[config.mk]
export PLATFORM = sky130hd
export DESIGN_NAME = protobuf_wire_field_parser
export DESIGN_NICKNAME = d
export VERILOG_FILES = /design/src/rtl/pbwf_pkg.sv /design/src/rtl/pbwf_step.sv /design/src/rtl/protobuf_wire_field_parser.sv
export SDC_FILE = /design/constraint.sdc
export NUM_CORES = 1
export LEC_CHECK = 0
export BUFFER_PORTS_ARGS = -buffer_cell sky130_fd_sc_hd__buf_4
export CORE_ASPECT_RATIO = 0.9
export CORE_MARGIN = 2
export CORE_UTILIZATION = 45
export DETAILED_ROUTE_END_ITERATION = 10
export PLACE_DENSITY = 0.69
export SLEW_MARGIN = 20
export SYNTH_ARGS = -nofsm -noshare
export SYNTH_HDL_FRONTEND = slang
export SYNTH_SLANG_ARGS = --single-unit
[constraint.sdc]
create_clock -name clk -period 8 [get_ports clk]
set_input_delay 1.2 -clock clk [delete_from_list [all_inputs] [get_ports clk]]
set_output_delay 1.2 -clock clk [all_outputs]
set_load 0.05 [all_outputs]
[src/rtl/pbwf_pkg.sv]
package pbwf_pkg;

    typedef enum logic [4:0] {
        PH_TAG    = 5'b00001,
        PH_VARINT = 5'b00010,
        PH_LEN    = 5'b00100,
        PH_DATA   = 5'b01000,
        PH_SKIP   = 5'b10000
    } phase_t;

    typedef enum logic [2:0] {
        KIND_NONE   = 3'd0,
        KIND_VARINT = 3'd1,
        KIND_BYTE   = 3'd2,
        KIND_EMPTY  = 3'd3,
        KIND_TRUNC  = 3'd4,
        KIND_BAD    = 3'd5
    } kind_t;

    localparam logic [2:0] WIRE_VARINT = 3'd0;
    localparam logic [2:0] WIRE_I64    = 3'd1;
    localparam logic [2:0] WIRE_LEN    = 3'd2;
    localparam logic [2:0] WIRE_I32    = 3'd5;

    localparam logic [3:0] GRP_FULL    = 4'd9;
    localparam logic [3:0] GRP_MAX     = 4'd10;
    localparam logic [63:0] I64_BYTES  = 64'd8;
    localparam logic [63:0] I32_BYTES  = 64'd4;

    typedef struct packed {
        phase_t      phase;
        logic [63:0] acc;
        logic [3:0]  grp_cnt;
        logic [31:0] field;
        logic [2:0]  wire_t;
        logic [63:0] bytes_left;
    } state_t;

    typedef struct packed {
        kind_t       kind;
        logic [31:0] field;
        logic [2:0]  wire_t;
        logic [63:0] value;
        logic        field_end;
        logic        buffer_end;
    } result_t;

    localparam state_t STATE_RESET = '{
        phase:      PH_TAG,
        acc:        64'd0,
        grp_cnt:    4'd0,
        field:      32'd0,
        wire_t:     3'd0,
        bytes_left: 64'd0
    };

endpackage

[src/rtl/pbwf_step.sv]
module pbwf_step (
    input  pbwf_pkg::state_t  cur,
    input  logic [7:0]        data_byte,
    input  logic              eob,
    output pbwf_pkg::state_t  nxt,
    output pbwf_pkg::result_t res
);
    import pbwf_pkg::*;

    logic [5:0]  grp_shift;
    logic [63:0] merged;
    logic [3:0]  grp_inc;
    logic        done;
    logic        last_byte;

    assign grp_shift = 6'({2'b00, cur.grp_cnt} * 6'd7);
    assign grp_inc   = (cur.grp_cnt < GRP_MAX) ? cur.grp_cnt + 4'd1 : cur.grp_cnt;
    assign done      = eob || !data_byte[7];
    assign last_byte = (cur.bytes_left[63:1] == 63'd0);

    always_comb
    begin
        if (cur.grp_cnt < GRP_FULL)
        begin
            merged = cur.acc | ({57'd0, data_byte[6:0]} << grp_shift);
        end
        else if (cur.grp_cnt == GRP_FULL)
        begin
            merged = cur.acc | {data_byte[0], 63'd0};
        end
        else
        begin
            merged = cur.acc;
        end
    end

    always_comb
    begin
        nxt            = cur;
        res.kind       = KIND_NONE;
        res.value      = 64'd0;
        res.field_end  = 1'b0;
        res.buffer_end = eob;

        case (cur.phase)
            PH_TAG:
            begin
                nxt.acc     = merged;
                nxt.grp_cnt = grp_inc;
                if (done)
                begin
                    nxt.field   = merged[34:3];
                    nxt.wire_t  = merged[2:0];
                    nxt.acc     = 64'd0;
                    nxt.grp_cnt = 4'd0;
                    if (merged[2:0] == WIRE_VARINT)
                    begin
                        if (eob)
                        begin
                            res.kind      = KIND_VARINT;
                            res.field_end = 1'b1;
                        end
                        else
                        begin
                            nxt.phase = PH_VARINT;
                        end
                    end
                    else if (merged[2:0] inside {WIRE_I64, WIRE_I32})
                    begin
                        if (eob)
                        begin
                            res.kind = KIND_TRUNC;
                        end
                        else
                        begin
                            nxt.bytes_left = (merged[2:0] == WIRE_I64) ? I64_BYTES : I32_BYTES;
                            nxt.phase      = PH_DATA;
                        end
                    end
                    else if (merged[2:0] == WIRE_LEN)
                    begin
                        if (eob)
                        begin
                            res.kind      = KIND_EMPTY;
                            res.field_end = 1'b1;
                        end
                        else
                        begin
                            nxt.phase = PH_LEN;
                        end
                    end
                    else
                    begin
                        res.kind  = KIND_BAD;
                        nxt.phase = PH_SKIP;
                    end
                end
            end
            PH_VARINT:
            begin
                nxt.acc     = merged;
                nxt.grp_cnt = grp_inc;
                if (done)
                begin
                    res.kind      = KIND_VARINT;
                    res.value     = merged;
                    res.field_end = 1'b1;
                    nxt.acc       = 64'd0;
                    nxt.grp_cnt   = 4'd0;
                    nxt.phase     = PH_TAG;
                end
            end
            PH_LEN:
            begin
                nxt.acc     = merged;
                nxt.grp_cnt = grp_inc;
                if (done)
                begin
                    nxt.acc     = 64'd0;
                    nxt.grp_cnt = 4'd0;
                    if (merged == 64'd0)
                    begin
                        res.kind      = KIND_EMPTY;
                        res.field_end = 1'b1;
                        nxt.phase     = PH_TAG;
                    end
                    else if (eob)
                    begin
                        res.kind = KIND_TRUNC;
                    end
                    else
                    begin
                        nxt.bytes_left = merged;
                        nxt.phase      = PH_DATA;
                    end
                end
            end
            PH_DATA:
            begin
                if (last_byte)
                begin
                    res.kind       = KIND_BYTE;
                    res.value      = {56'd0, data_byte};
                    res.field_end  = 1'b1;
                    nxt.bytes_left = 64'd0;
                    nxt.phase      = PH_TAG;
                end
                else if (eob)
                begin
                    res.kind = KIND_TRUNC;
                end
                else
                begin
                    res.kind       = KIND_BYTE;
                    res.value      = {56'd0, data_byte};
                    nxt.bytes_left = cur.bytes_left - 64'd1;
                end
            end
            default:
            begin
            end
        endcase

        res.field  = (res.kind == KIND_NONE) ? 32'd0 : nxt.field;
        res.wire_t = (res.kind == KIND_NONE) ? 3'd0 : nxt.wire_t;

        if (eob)
        begin
            nxt = STATE_RESET;
        end
    end

endmodule

[src/rtl/protobuf_wire_field_parser.sv]
// Protobuf wire-format field parser. One buffer byte enters per request and gives exactly
// one result request: the byte is captured in an input register, decoded against the parser
// state in a single pass and written to the result register, which drives the ports. With
// the result side not stalling, one byte is taken every cycle; the result register is the
// only point of back-pressure, and the input register can still take one byte while the
// previous result waits. No start-up time after reset.
module protobuf_wire_field_parser (
    input  logic        clk,
    input  logic        rst_n,
    input  logic        in_valid,
    output logic        in_stall,
    input  logic [7:0]  data_byte,
    input  logic        end_of_buffer,
    output logic        out_valid,
    input  logic        out_stall,
    output logic [2:0]  kind,
    output logic [31:0] field_number,
    output logic [2:0]  wire_type,
    output logic [63:0] value,
    output logic        field_end,
    output logic        buffer_end
);
    import pbwf_pkg::*;

    logic    in_valid_reg;
    logic    in_valid_next;
    logic [7:0] in_byte_reg;
    logic    in_eob_reg;
    logic    advance;
    logic    out_valid_reg;
    logic    out_valid_next;
    state_t  state_reg;
    state_t  state_next;
    result_t res_reg;
    result_t res_next;

    assign advance  = in_valid_reg && (!out_valid_reg || !out_stall);
    assign in_stall = in_valid_reg && !advance;

    assign in_valid_next  = in_valid || (in_valid_reg && !advance);
    assign out_valid_next = advance || (out_valid_reg && out_stall);

    pbwf_step u_step (
        .cur       (state_reg),
        .data_byte (in_byte_reg),
        .eob       (in_eob_reg),
        .nxt       (state_next),
        .res       (res_next)
    );

    always_ff @(posedge clk or negedge rst_n)
    begin
        if (!rst_n)
        begin
            in_valid_reg  <= 1'b0;
            out_valid_reg <= 1'b0;
            state_reg     <= STATE_RESET;
        end
        else
        begin
            in_valid_reg  <= in_valid_next;
            out_valid_reg <= out_valid_next;
            if (advance)
            begin
                state_reg <= state_next;
            end
        end
    end

    always_ff @(posedge clk)
    begin
        if (in_valid && !in_stall)
        begin
            in_byte_reg <= data_byte;
            in_eob_reg  <= end_of_buffer;
        end
        if (advance)
        begin
            res_reg <= res_next;
        end
    end

    assign out_valid    = out_valid_reg;
    assign kind         = res_reg.kind;
    assign field_number = res_reg.field;
    assign wire_type    = res_reg.wire_t;
    assign value        = res_reg.value;
    assign field_end    = res_reg.field_end;
    assign buffer_end   = res_reg.buffer_end;

    a_eob_restarts: assert property (@(posedge clk) disable iff (!rst_n)
        (advance && in_eob_reg) |=> (state_reg == STATE_RESET))
        else $error("parser state not cleared after end of buffer");

    a_none_zero: assert property (@(posedge clk) disable iff (!rst_n)
        (out_valid_reg && res_reg.kind == KIND_NONE) |->
        (res_reg.field == 32'd0 && res_reg.wire_t == 3'd0 && res_reg.field_end == 1'b0))
        else $error("empty result carries field data");

    a_field_end_kind: assert property (@(posedge clk) disable iff (!rst_n)
        (out_valid_reg && res_reg.field_end) |->
        (res_reg.kind == KIND_VARINT || res_reg.kind == KIND_BYTE ||
         res_reg.kind == KIND_EMPTY))
        else $error("field end on a result that cannot close a field");

    a_grp_bound: assert property (@(posedge clk) disable iff (!rst_n)
        state_reg.grp_cnt <= GRP_MAX)
        else $error("varint group count out of range");

    a_skip_quiet: assert property (@(posedge clk) disable iff (!rst_n)
        (advance && state_reg.phase == PH_SKIP) |=> (res_reg.kind == KIND_NONE))
        else $error("result produced while skipping after a bad wire type");

endmodule
Word-level counts from Yosys, hierarchy flattened

Cells that the tools add are included.

$add $sub $neg: 2
Multiply operators: 1
Divide/modulo/power cells: 0
Order comparisons: 2
Equal/unequal tests: 15
Shifts and indexed selects: 1
Muxes and demuxes: 52
Bitwise logic cells: 2
Reductions and logical operators: 24

Operators by type and width:

| kind                                                                  | count |
|---|---|
| 64-bit 2-to-1 mux                                                     | 9 |
| 172-bit 2-to-1 mux                                                    | 2 |
| 68-bit case mux with 3 select lines                                   | 1 |
| 64-bit case mux with 3 select lines                                   | 1 |
| 73-bit 2-to-1 mux                                                     | 2 |
| 64-bit bitwise OR                                                     | 2 |
| 64-bit case mux with 2 select lines                                   | 1 |
| 65-bit 2-to-1 mux                                                     | 1 |
| 64-bit zero test                                                      | 1 |
| 7-bit by 6-bit left shift with 64-bit output                          | 1 |
| 64-bit by 1-bit subtractor with 64-bit output (second input constant) | 1 |
| 63-bit zero test                                                      | 1 |
| 35-bit 2-to-1 mux                                                     | 1 |
| 5-bit 2-to-1 mux                                                      | 7 |
| 3-bit 2-to-1 mux                                                      | 9 |
| 5-bit case mux with 4 select lines                                    | 1 |
| 3-bit by 2-bit != test with 1-bit output (second input constant)      | 5 |
| 4-bit 2-to-1 mux                                                      | 3 |
| 3-bit case mux with 4 select lines                                    | 1 |
| 1-bit 2-to-1 mux                                                      | 10 |
| 4-bit less-than comparator (second input constant)                    | 2 |
| 8-bit 2-to-1 mux                                                      | 1 |
| 4-bit nonzero test                                                    | 2 |
| 7-bit AND reduction                                                   | 1 |
| 21 further kinds                                                      | 33 |

Register bits: 287
Bits in latches: 0
RAM bits: 0
Bits in read-only memories: 0
Output and inout bits: 106
Logic and storage cells: 115
Memories: 0

Depth between registers and ports, before layout

Gate-level depths: netlist of the first run.

Depth after elaboration: 12
Depth in mapped cells: 19
Gate-level depth less buffers: 15

Hierarchy

From an unflattened synthesis of the first run, not the netlist that was laid out.

Cells, all modules: 1807
Area, all modules: 17952.2 um^2

Modules (own cells, without submodules):

| module                     | times used | cells an instance | area each (um^2) | seq. area each (um^2) |
|---|---|---|---|---|
| protobuf_wire_field_parser | 1          | 484               | 10749.1          | 7748.7 |
| pbwf_step                  | 1          | 1323              | 7203.2           | 0.0 |

Worst setup path before layout of the first run

Ideal clock, no wire load.

Path kind: input to register
Start: input out_stall
End: register state_reg[13] in the netlist's numbering
Setup time: 0.131 ns
Data arrival time: 5.151 ns
Required time: 7.869 ns
Setup slack: 2.718 ns
Stages: 7
Buffers on the path: 1
Cells stage by stage: nand2_1 nand2_1 inv_1 clkbuf_1 o211ai_1 a21oi_1 o22ai_1

Word-level cells in the longest chain between the ends: 4

RTL lines:

| what                                 | line                             | text |
|---|---|---|
| start, declared                      | protobuf_wire_field_parser.sv:15 | `input logic out_stall,` |
| 1-bit zero test                      | protobuf_wire_field_parser.sv:37 | `assign advance = in_valid_reg && (!out_valid_reg \|\| !out_stall);` |
| 1-bit logical OR                     | protobuf_wire_field_parser.sv:37 |  |
| 1-bit logical AND                    | protobuf_wire_field_parser.sv:37 |  |
| via advance                          | protobuf_wire_field_parser.sv:29 | `logic advance;` |
| 7-bit AND reduction (no source line) | -                                |  |
| end signal, assigned                 | protobuf_wire_field_parser.sv:65 | `state_reg <= state_next;` |
| end, declared                        | protobuf_wire_field_parser.sv:32 | `state_t state_reg;` |

The timed path passes the listed nets, and every way through them passes these cells.
A chain may end at the register's enable or synchronous reset.

Worst setup path in the final report of the first run

Start: register state_reg[99] in the netlist's numbering
End: register state_reg[48] in the netlist's numbering

Word-level cells in the longest chain between the ends: 8
Elaborated cells on any way between the ends: 20
Classes of those cells: 1 x mul; 1 x order compare; 6 x eq/ne; 1 x shift; 6 x mux; 1 x bitwise; 4 x reduce/logical

RTL lines:

| what                                                                     | line            | text |
|---|---|---|
| 4-bit by 3-bit multiplier with 6-bit output                              | pbwf_step.sv:16 | `assign grp_shift = 6'({2'b00, cur.grp_cnt} * 6'd7);` |
| 7-bit by 6-bit left shift with 64-bit output                             | pbwf_step.sv:25 | `merged = cur.acc \| ({57'd0, data_byte[6:0]} << grp_shift);` |
| 64-bit bitwise OR                                                        | pbwf_step.sv:25 |  |
| 64-bit 2-to-1 mux (*)                                                    | pbwf_step.sv:23 | `if (cur.grp_cnt < GRP_FULL)` |
| parallel branches: the longest is 4 deep, another holds 64-bit zero test | -               |  |

Mark *: on every way between the ends. The select of a mux whose other input is x is not followed.

==> summary.txt, run 1 <==
Pwr
  • Switch Pwr: 0.003603 W
  • Pwr/cell area: 401.2 nW/um^2
  • Reg power frac: 26.3%
  • Leak: 7.244 nW
  • Clock power share: 21.1%
  • Internal Power: 0.003607 W
  • Switching Fraction: 49.98%
  • Peak VDD IR: 0.2889 mV
  • Combinational power share: 52.7%

GRT
  • Overall Global Routing Usage: 29.63%
  • Global-route wire length before repair: 83220 um
  • Gr ovfl total: 0
  • Pin count of the biggest net entering global routing: 107
  • Number of global-route vias before repair: 13.54k
  • Initial antenna violation count: 1

Routing
  • # DRC: 0
  • Vias: 14.47k
  • WL final: 54740 um
  • First drt pass iteration count: 5
  • Final ANT Viol Nets: 0
  • Routed vias/inst: 6.362
  • Drt initial violations: 1686
  • Avg WL per Cell: 24.06 um

Worst hold path
  • Hold path start: state_reg[139]$_DFFE_PN0P_
  • Hold path endpoint: state_reg[139]$_DFFE_PN0P_
  • Hold path cells: 2
  • Tightest Hold Check Type: reg2reg

Worst setup path
  • Crit Path Class: reg2reg
  • Worst path max stage delay: 0.81 ns
  • Reg2Reg Depth: 15
  • Crit path DAT: 7.14 ns
  • Worst-path maximum fanout: 20
  • R2R Path End: state_reg[48]$_DFFE_PN0P_
  • Worst setup EP type: flip-flop
  • Crit-path cells: inv_2 > fa_1 > inv_1 > ha_1 > inv_1 > fa_1 > xor2_1 > nor3_1 > and3_1 > a221oi_1 > and3_1 > o211ai_1 > or4_4 > nand2_1 > mux2i_1
  • WP buf/inv: 3
  • Reg-to-reg setup timing slack: 1.32 ns
  • Startpoint types: flip-flop
  • CP Launch Point: state_reg[99]$_DFFE_PN0P_
  • R2R Path Start: state_reg[99]$_DFFE_PN0P_
  • CP delay by family, top: simple AND/OR/NAND/NOR gates
  • CP max stage cell: a221oi_1
  • WP data required: 8.46 ns

Logic synthesis
  • Top-area cell type share of the netlist area: 27.74%
  • Avg Synthesized Cell Area: 9.031 um^2
  • Most area-hungry cell type in the Yosys netlist: dfrtp_1
  • Mapped Cells: 1728
  • Synth warnings: 0
  • Synth Register Bits: 287
  • EDFF count, synth: 113
  • Seq/Total Area, Yosys: 49.66%
  • Net Count, Synth: 1756
  • Top_reg_cell synth: dfrtp_1
  • Ranking of synthesized cells by area: dfrtp_1, edfxtp_1, a21oi_1, nor2_1, nand2_1
  • Netlist cell types: 82
  • Async S/R FF share, synth: 60.63%
  • Mapped cell area: 15600 um^2

Layout
  • ANT cells: 0
  • # fillers: 3169
  • Share of layout cells above drive strength 1: 15.89%
  • Layout Nets: 1817
  • Most frequent cells in the layout: a21oi_1, nor2_1, nand2_1
  • Post-Layout Cell Count: 2275
  • Flip-flop count of the largest register after layout: 172
  • Commonest non-fill, non-tap cell in the layout: a21oi_1
  • Area delta synth->final: 15.17%

Timing
  • Pins Over Slew Limit: 0
  • Rel. slew slack: 20.99%
  • Fmax: 149.6 MHz
  • Setup TNS: 0 ns
  • Setup Viol. Count Final: 0
  • Setup ws final: 1.317 ns
  • Minimum clock period: 6.683 ns
  • RSZ-0062 raised after global routing: no
  • Final Hold Violating Endpoints: 0
  • Worst slew pin tran: 1.185 ns
  • Fin crit share: 83.53%
  • Fin Clk Skew: 0.02397 ns

Run status
  • Status: complete, no violations

Placement
  • Detail Placement HPWL: 36300 um
  • Final RePlAce weighted congestion: 0.9290
  • Number of instances in the placed design: 2219
  • Dpl ws: 1.486 ns
  • # port buffers: 118

Floorplan
  • Initial core utilization: 45.75%
  • # rows: 64
  • Die height: 180.7 um
  • Placeable Area: 34110 um^2
  • IO Pins: 119
  • DIE WIDTH: 200.3 um
  • Die area: 36190 um^2

Clock network
  • Post-CTS Setup Bufs: 0
  • CTS tree: yes
  • Clock tree sinks: 287
  • CTS root buf: clkbuf_16
  • Post-CTS sizing: 0
  • Maximum root-to-sink buffer count: 3
  • Worst-skew pair later-pin latency: 0.59 ns
  • Clock-pin slew on the worst setup and hold paths: 0.06 ns
  • Clock buffer count from CTS: 30
  • H-tree levels: 1
  • Hold_buf cts: 0

Run
  • Max-cap viol count: 0
## routing by layer
layer | part of all wire, % | vias up | track usage, %
met5 | 0 | - | 0
met2 | 43 | 827 | 43.60
met4 | 4.7 | 0 | 13.24
met1 | 41 | 7065 | 41.85
met3 | 11 | 147 | 6.709
li1 | - | 6435 | -
## layout make-up
class	count	area, um^2	area share (%)
Clock buffer	38	862.1	4.797
Sequential cell	287	7749	43.11
Multi-Input combinational cell	1296	7331	40.79
Inverter	21	81.33	0.4525
Timing Repair Buffer	153	1152	6.412
Clock inverter	18	219.0	1.218
Tap cell	462	578.1	3.216
## logic make-up (layout without fill, tap and decap cells)
family,Yosys count,count (layout),synth area share (%)
adders and majority gates,15,15,1.395
xor gates and xnor gates,21,21,1.179
and+or+nand+nor,650,650,18.60
muxes,33,33,2.373
DFF,287,287,49.66
buffers and inverters,145,230,3.929
AOI/OAI and AO/OA,577,577,22.87
## synth_stat cells, drive strengths merged (15+ instances only)
cell and number:
a21oi 285, nor2 251, nand2 198, dfrtp 173
edfxtp 113, clkbuf 98, o21ai 90, o22ai 63
nor3 42, nand3 32, nor4 29, buf 26
inv 20, or3 20, mux2i 19, o32a 19
xnor2 18, o22a 15
## worst max path at each step
stage / endpoint / slack [ns] / cells after the start
after floorplan: state_reg[13]$_DFFE_PN0P_ / 2.72 / 7
final: state_reg[48]$_DFFE_PN0P_ / 1.32 / 15
after CTS: state_reg[17]$_DFFE_PN0P_ / 1.49 / 15
after global routing: state_reg[48]$_DFFE_PN0P_ / 1.0 / 15
after global placement: state_reg[17]$_DFFE_PN0P_ / 1.70 / 15
after detailed placement: state_reg[42]$_DFFE_PN0P_ / 1.49 / 15
## power groups by stage
| stage | sequential, W | combinational (W) | clock [W] |
|---|---|---|---|
| after global routing | 0.00192 | 0.00399 | 0.00160 |
| after CTS | 0.00189 | 0.00367 | 0.00154 |
| after global placement | 0.00191 | 0.00365 | 0 |
| after detailed placement | 0.00192 | 0.00366 | 0 |
| final | 0.00189 | 0.00380 | 0.00152 |
| after floorplan | 0.00207 | 0.00220 | 0 |
## tightest hold or removal path, stage by stage (launching register included)
cell and delay (ns):
dfrtp_1 0.35, nand2_1 0.05, o21ai_0 0.07
## metrics by stage
stage	utilization [%]	area [um^2]	power (W)	hold slack [ns]
after floorplan	-	15610	0.004268	0.4244
after global placement	49.45	16870	0.005559	0.4785
after detailed placement	49.45	16870	0.005579	0.4870
after CTS	52.62	17950	0.007101	0.5017
after global routing	52.68	17970	0.007506	0.5227
final	52.68	17970	0.007210	0.5066
(Power assumes the default switching activity.)
==> inputs of run 2 (changes only) <==
==> constraint.sdc (replaced) <==
create_clock -name clk -period 6.4 [get_ports clk]
set_input_delay 0.96 -clock clk [delete_from_list [all_inputs] [get_ports clk]]
set_output_delay 0.96 -clock clk [all_outputs]
set_load 0.05 [all_outputs]
==> run 2 against run 1 <==
  * Worst setup slack lost 0.73 ns
  * Global-route usage grew 0.14 points
  * Via count grew 0.40%
  * Non-clock buffer count grew 18
  * Utilization grew 0.40 points
  * Design area grew 0.76%
  * Largest power group unchanged
  * Clock skew grew 0.0043 ns
==> summary.txt, run 2 (synthesis gave the netlist of run 1 again) <==
Run status
  • Status: complete, no violations

Layout
  • Multi-input gate area: 7315 um^2
  • # fillers: 3136
  • ANT cells: 0
  • Area delta synth->final: 16.04%
  • Flip-flop count of the largest register after layout: 172
  • Most frequent cells in the layout: a21oi_1, nor2_1, nand2_1
  • Commonest non-fill, non-tap cell in the layout: a21oi_1
  • Share of layout cells above drive strength 1: 16.48%
  • Layout Nets: 1836
  • Reg area: 7749 um^2

Timing
  • Final Hold Violating Endpoints: 0
  • Fin crit share: 90.76%
  • Rel. slew slack: 15.18%
  • Fin Clk Skew: 0.02824 ns
  • Minimum clock period: 5.808 ns
  • Setup Viol. Count Final: 0
  • Worst slew pin tran: 1.272 ns
  • Setup TNS: 0 ns
  • Fmax: 172.2 MHz
  • Hold slack: 0.4137 ns
  • Pins Over Slew Limit: 0
  • RSZ-0062 raised after global routing: no

GRT
  • Number of global-route vias before repair: 13.69k
  • Initial antenna violation count: 1
  • Global-route wire length before repair: 84350 um
  • Gr ovfl total: 0
  • Pin count of the biggest net entering global routing: 108
  • Overall Global Routing Usage: 29.76%

Pwr
  • Peak VDD IR: 0.2930 mV
  • Internal Power: 0.004542 W
  • Pwr/cell area: 501.4 nW/um^2
  • Leak: 7.330 nW
  • Switching Fraction: 49.98%
  • Reg power frac: 26.0%
  • Combinational power share: 53.3%
  • Switch Pwr: 0.004538 W
  • Clock power share: 20.7%

Clock network
  • Hold_buf cts: 0
  • Clock tree sinks: 287
  • Maximum root-to-sink buffer count: 3
  • Post-CTS sizing: 0
  • Clock-pin slew on the worst setup and hold paths: 0.06 ns
  • Worst-skew pair later-pin latency: 0.60 ns
  • Post-CTS Setup Bufs: 0
  • Clock buffer count from CTS: 31
  • CTS root buf: clkbuf_16
  • CTS tree: yes
  • H-tree levels: 1

Routing
  • Final ANT Viol Nets: 0
  • Avg WL per Cell: 23.80 um
  • Vias: 14.53k
  • Drt initial violations: 1898
  • # DRC: 0
  • WL final: 54610 um
  • First drt pass iteration count: 7
  • Routed vias/inst: 6.332

Worst setup path
  • Crit-path most repeated cell: inv_1
  • WP data required: 6.92 ns
  • CP max stage cell: fa_1
  • CP delay by family, top: simple AND/OR/NAND/NOR gates
  • Crit path DAT: 6.32 ns
  • Worst-path maximum fanout: 16
  • Worst setup EP type: flip-flop
  • Crit Path Class: reg2reg
  • Startpoint types: flip-flop
  • Worst path max stage delay: 0.96 ns
  • WP buf/inv: 6
  • Crit-path cells: inv_1 > fa_1 > inv_1 > ha_1 > inv_1 > fa_1 > nor2b_1 > inv_1 > a2111oi_0 > a211oi_1 > nand4_1 > or3_1 > or4_4 > buf_4 > nand2_1 > buf_12 > mux2i_1

Floorplan
  • IO Pins: 119
  • Die area: 36190 um^2
  • Placeable Area: 34110 um^2
  • # rows: 64
  • Die height: 180.7 um
  • DIE WIDTH: 200.3 um
  • Initial core utilization: 45.75%

Worst hold path
  • Tightest Hold Check Type: in2async

Placement
  • # port buffers: 118
  • Final RePlAce weighted congestion: 0.9542
  • Detail Placement HPWL: 36920 um

Run
  • Max-cap viol count: 0
[run 2: cell types whose count changed in the layout (fill, tap and decap cells not counted), moves of 2 or more]
cell       delta
clkbuf_16     +3
clkbuf_8      -5
clkinv_4      +3
bufinv_16     -2
clkinv_2      -3
buf_12        +2
clkbuf_1      +2
clkinv_1      +2
buf_4        +16
inv_6         +2
[run 2: cell type report]
cell class                      instances  area share (%)
Inverter                               21          0.4491
Clock buffer                           38           4.837
Clock inverter                         20           1.092
Tap cell                              462           3.192
Timing Repair Buffer                  171           7.248
Multi-Input combinational cell       1296           40.39
Sequential cell                       287           42.79
[run 2: path summary, 6_finish.rpt]
kind | slack (ns) | cells after the start | to | startpoint
min in group clk | 0.50 | 2 | state_reg[70]$_DFFE_PN0P_ | state_reg[70]$_DFFE_PN0P_
setup / recovery | 0.59 | 17 | state_reg[18]$_DFFE_PN0P_ | state_reg[100]$_DFFE_PN0P_
hold / removal | 0.41 | 1 | state_reg[16]$_DFFE_PN0P_ | rst_n
setup reg to reg | 0.59 | 17 | state_reg[18]$_DFFE_PN0P_ | state_reg[100]$_DFFE_PN0P_
hold reg to reg | 0.50 | 2 | state_reg[70]$_DFFE_PN0P_ | state_reg[70]$_DFFE_PN0P_
max in group asynchronous | 4.70 | 2 | state_reg[33]$_DFFE_PN0P_ | rst_n
[run 2: per-layer routing]
| layer | global-route usage (%) | vias to the layer above | routed length (um) |
|---|---|---|---|
| met1 | 42.33 | 7030 | 23050 |
| met3 | 6.329 | 127 | 5475 |
| met5 | 0 | - | 0 |
| li1 | - | 6470 | - |
| met2 | 44.78 | 905 | 24160 |
| met4 | 11.11 | 0 | 1925 |
[run 2: stage by stage]
stage | power [W] | utilization [%] | worst slack, ns | area, um^2 | instances
2_1_floorplan | 0.005335 | - | 1.358 | 15610 | 1728
3_3_place_gp | 0.007021 | 49.90 | 0.8004 | 17020 | 2237
6_report | 0.009080 | 53.08 | 0.5917 | 18110 | 2295
3_5_place_dp | 0.007066 | 49.92 | 0.6904 | 17030 | 2237
5_1_grt | 0.009448 | 53.08 | 0.3614 | 18110 | 2295
4_1_cts | 0.008956 | 53.07 | 0.6927 | 18100 | 2295
[run 2: power by group through the flow]
stage          logic (W)  clock network (W)  registers [W]
3_3_place_gp     0.00465                  0        0.00237
5_1_grt          0.00508            0.00199        0.00238
4_1_cts          0.00470            0.00190        0.00235
3_5_place_dp     0.00468                  0        0.00239
2_1_floorplan    0.00275                  0        0.00259
6_report         0.00484            0.00188        0.00236
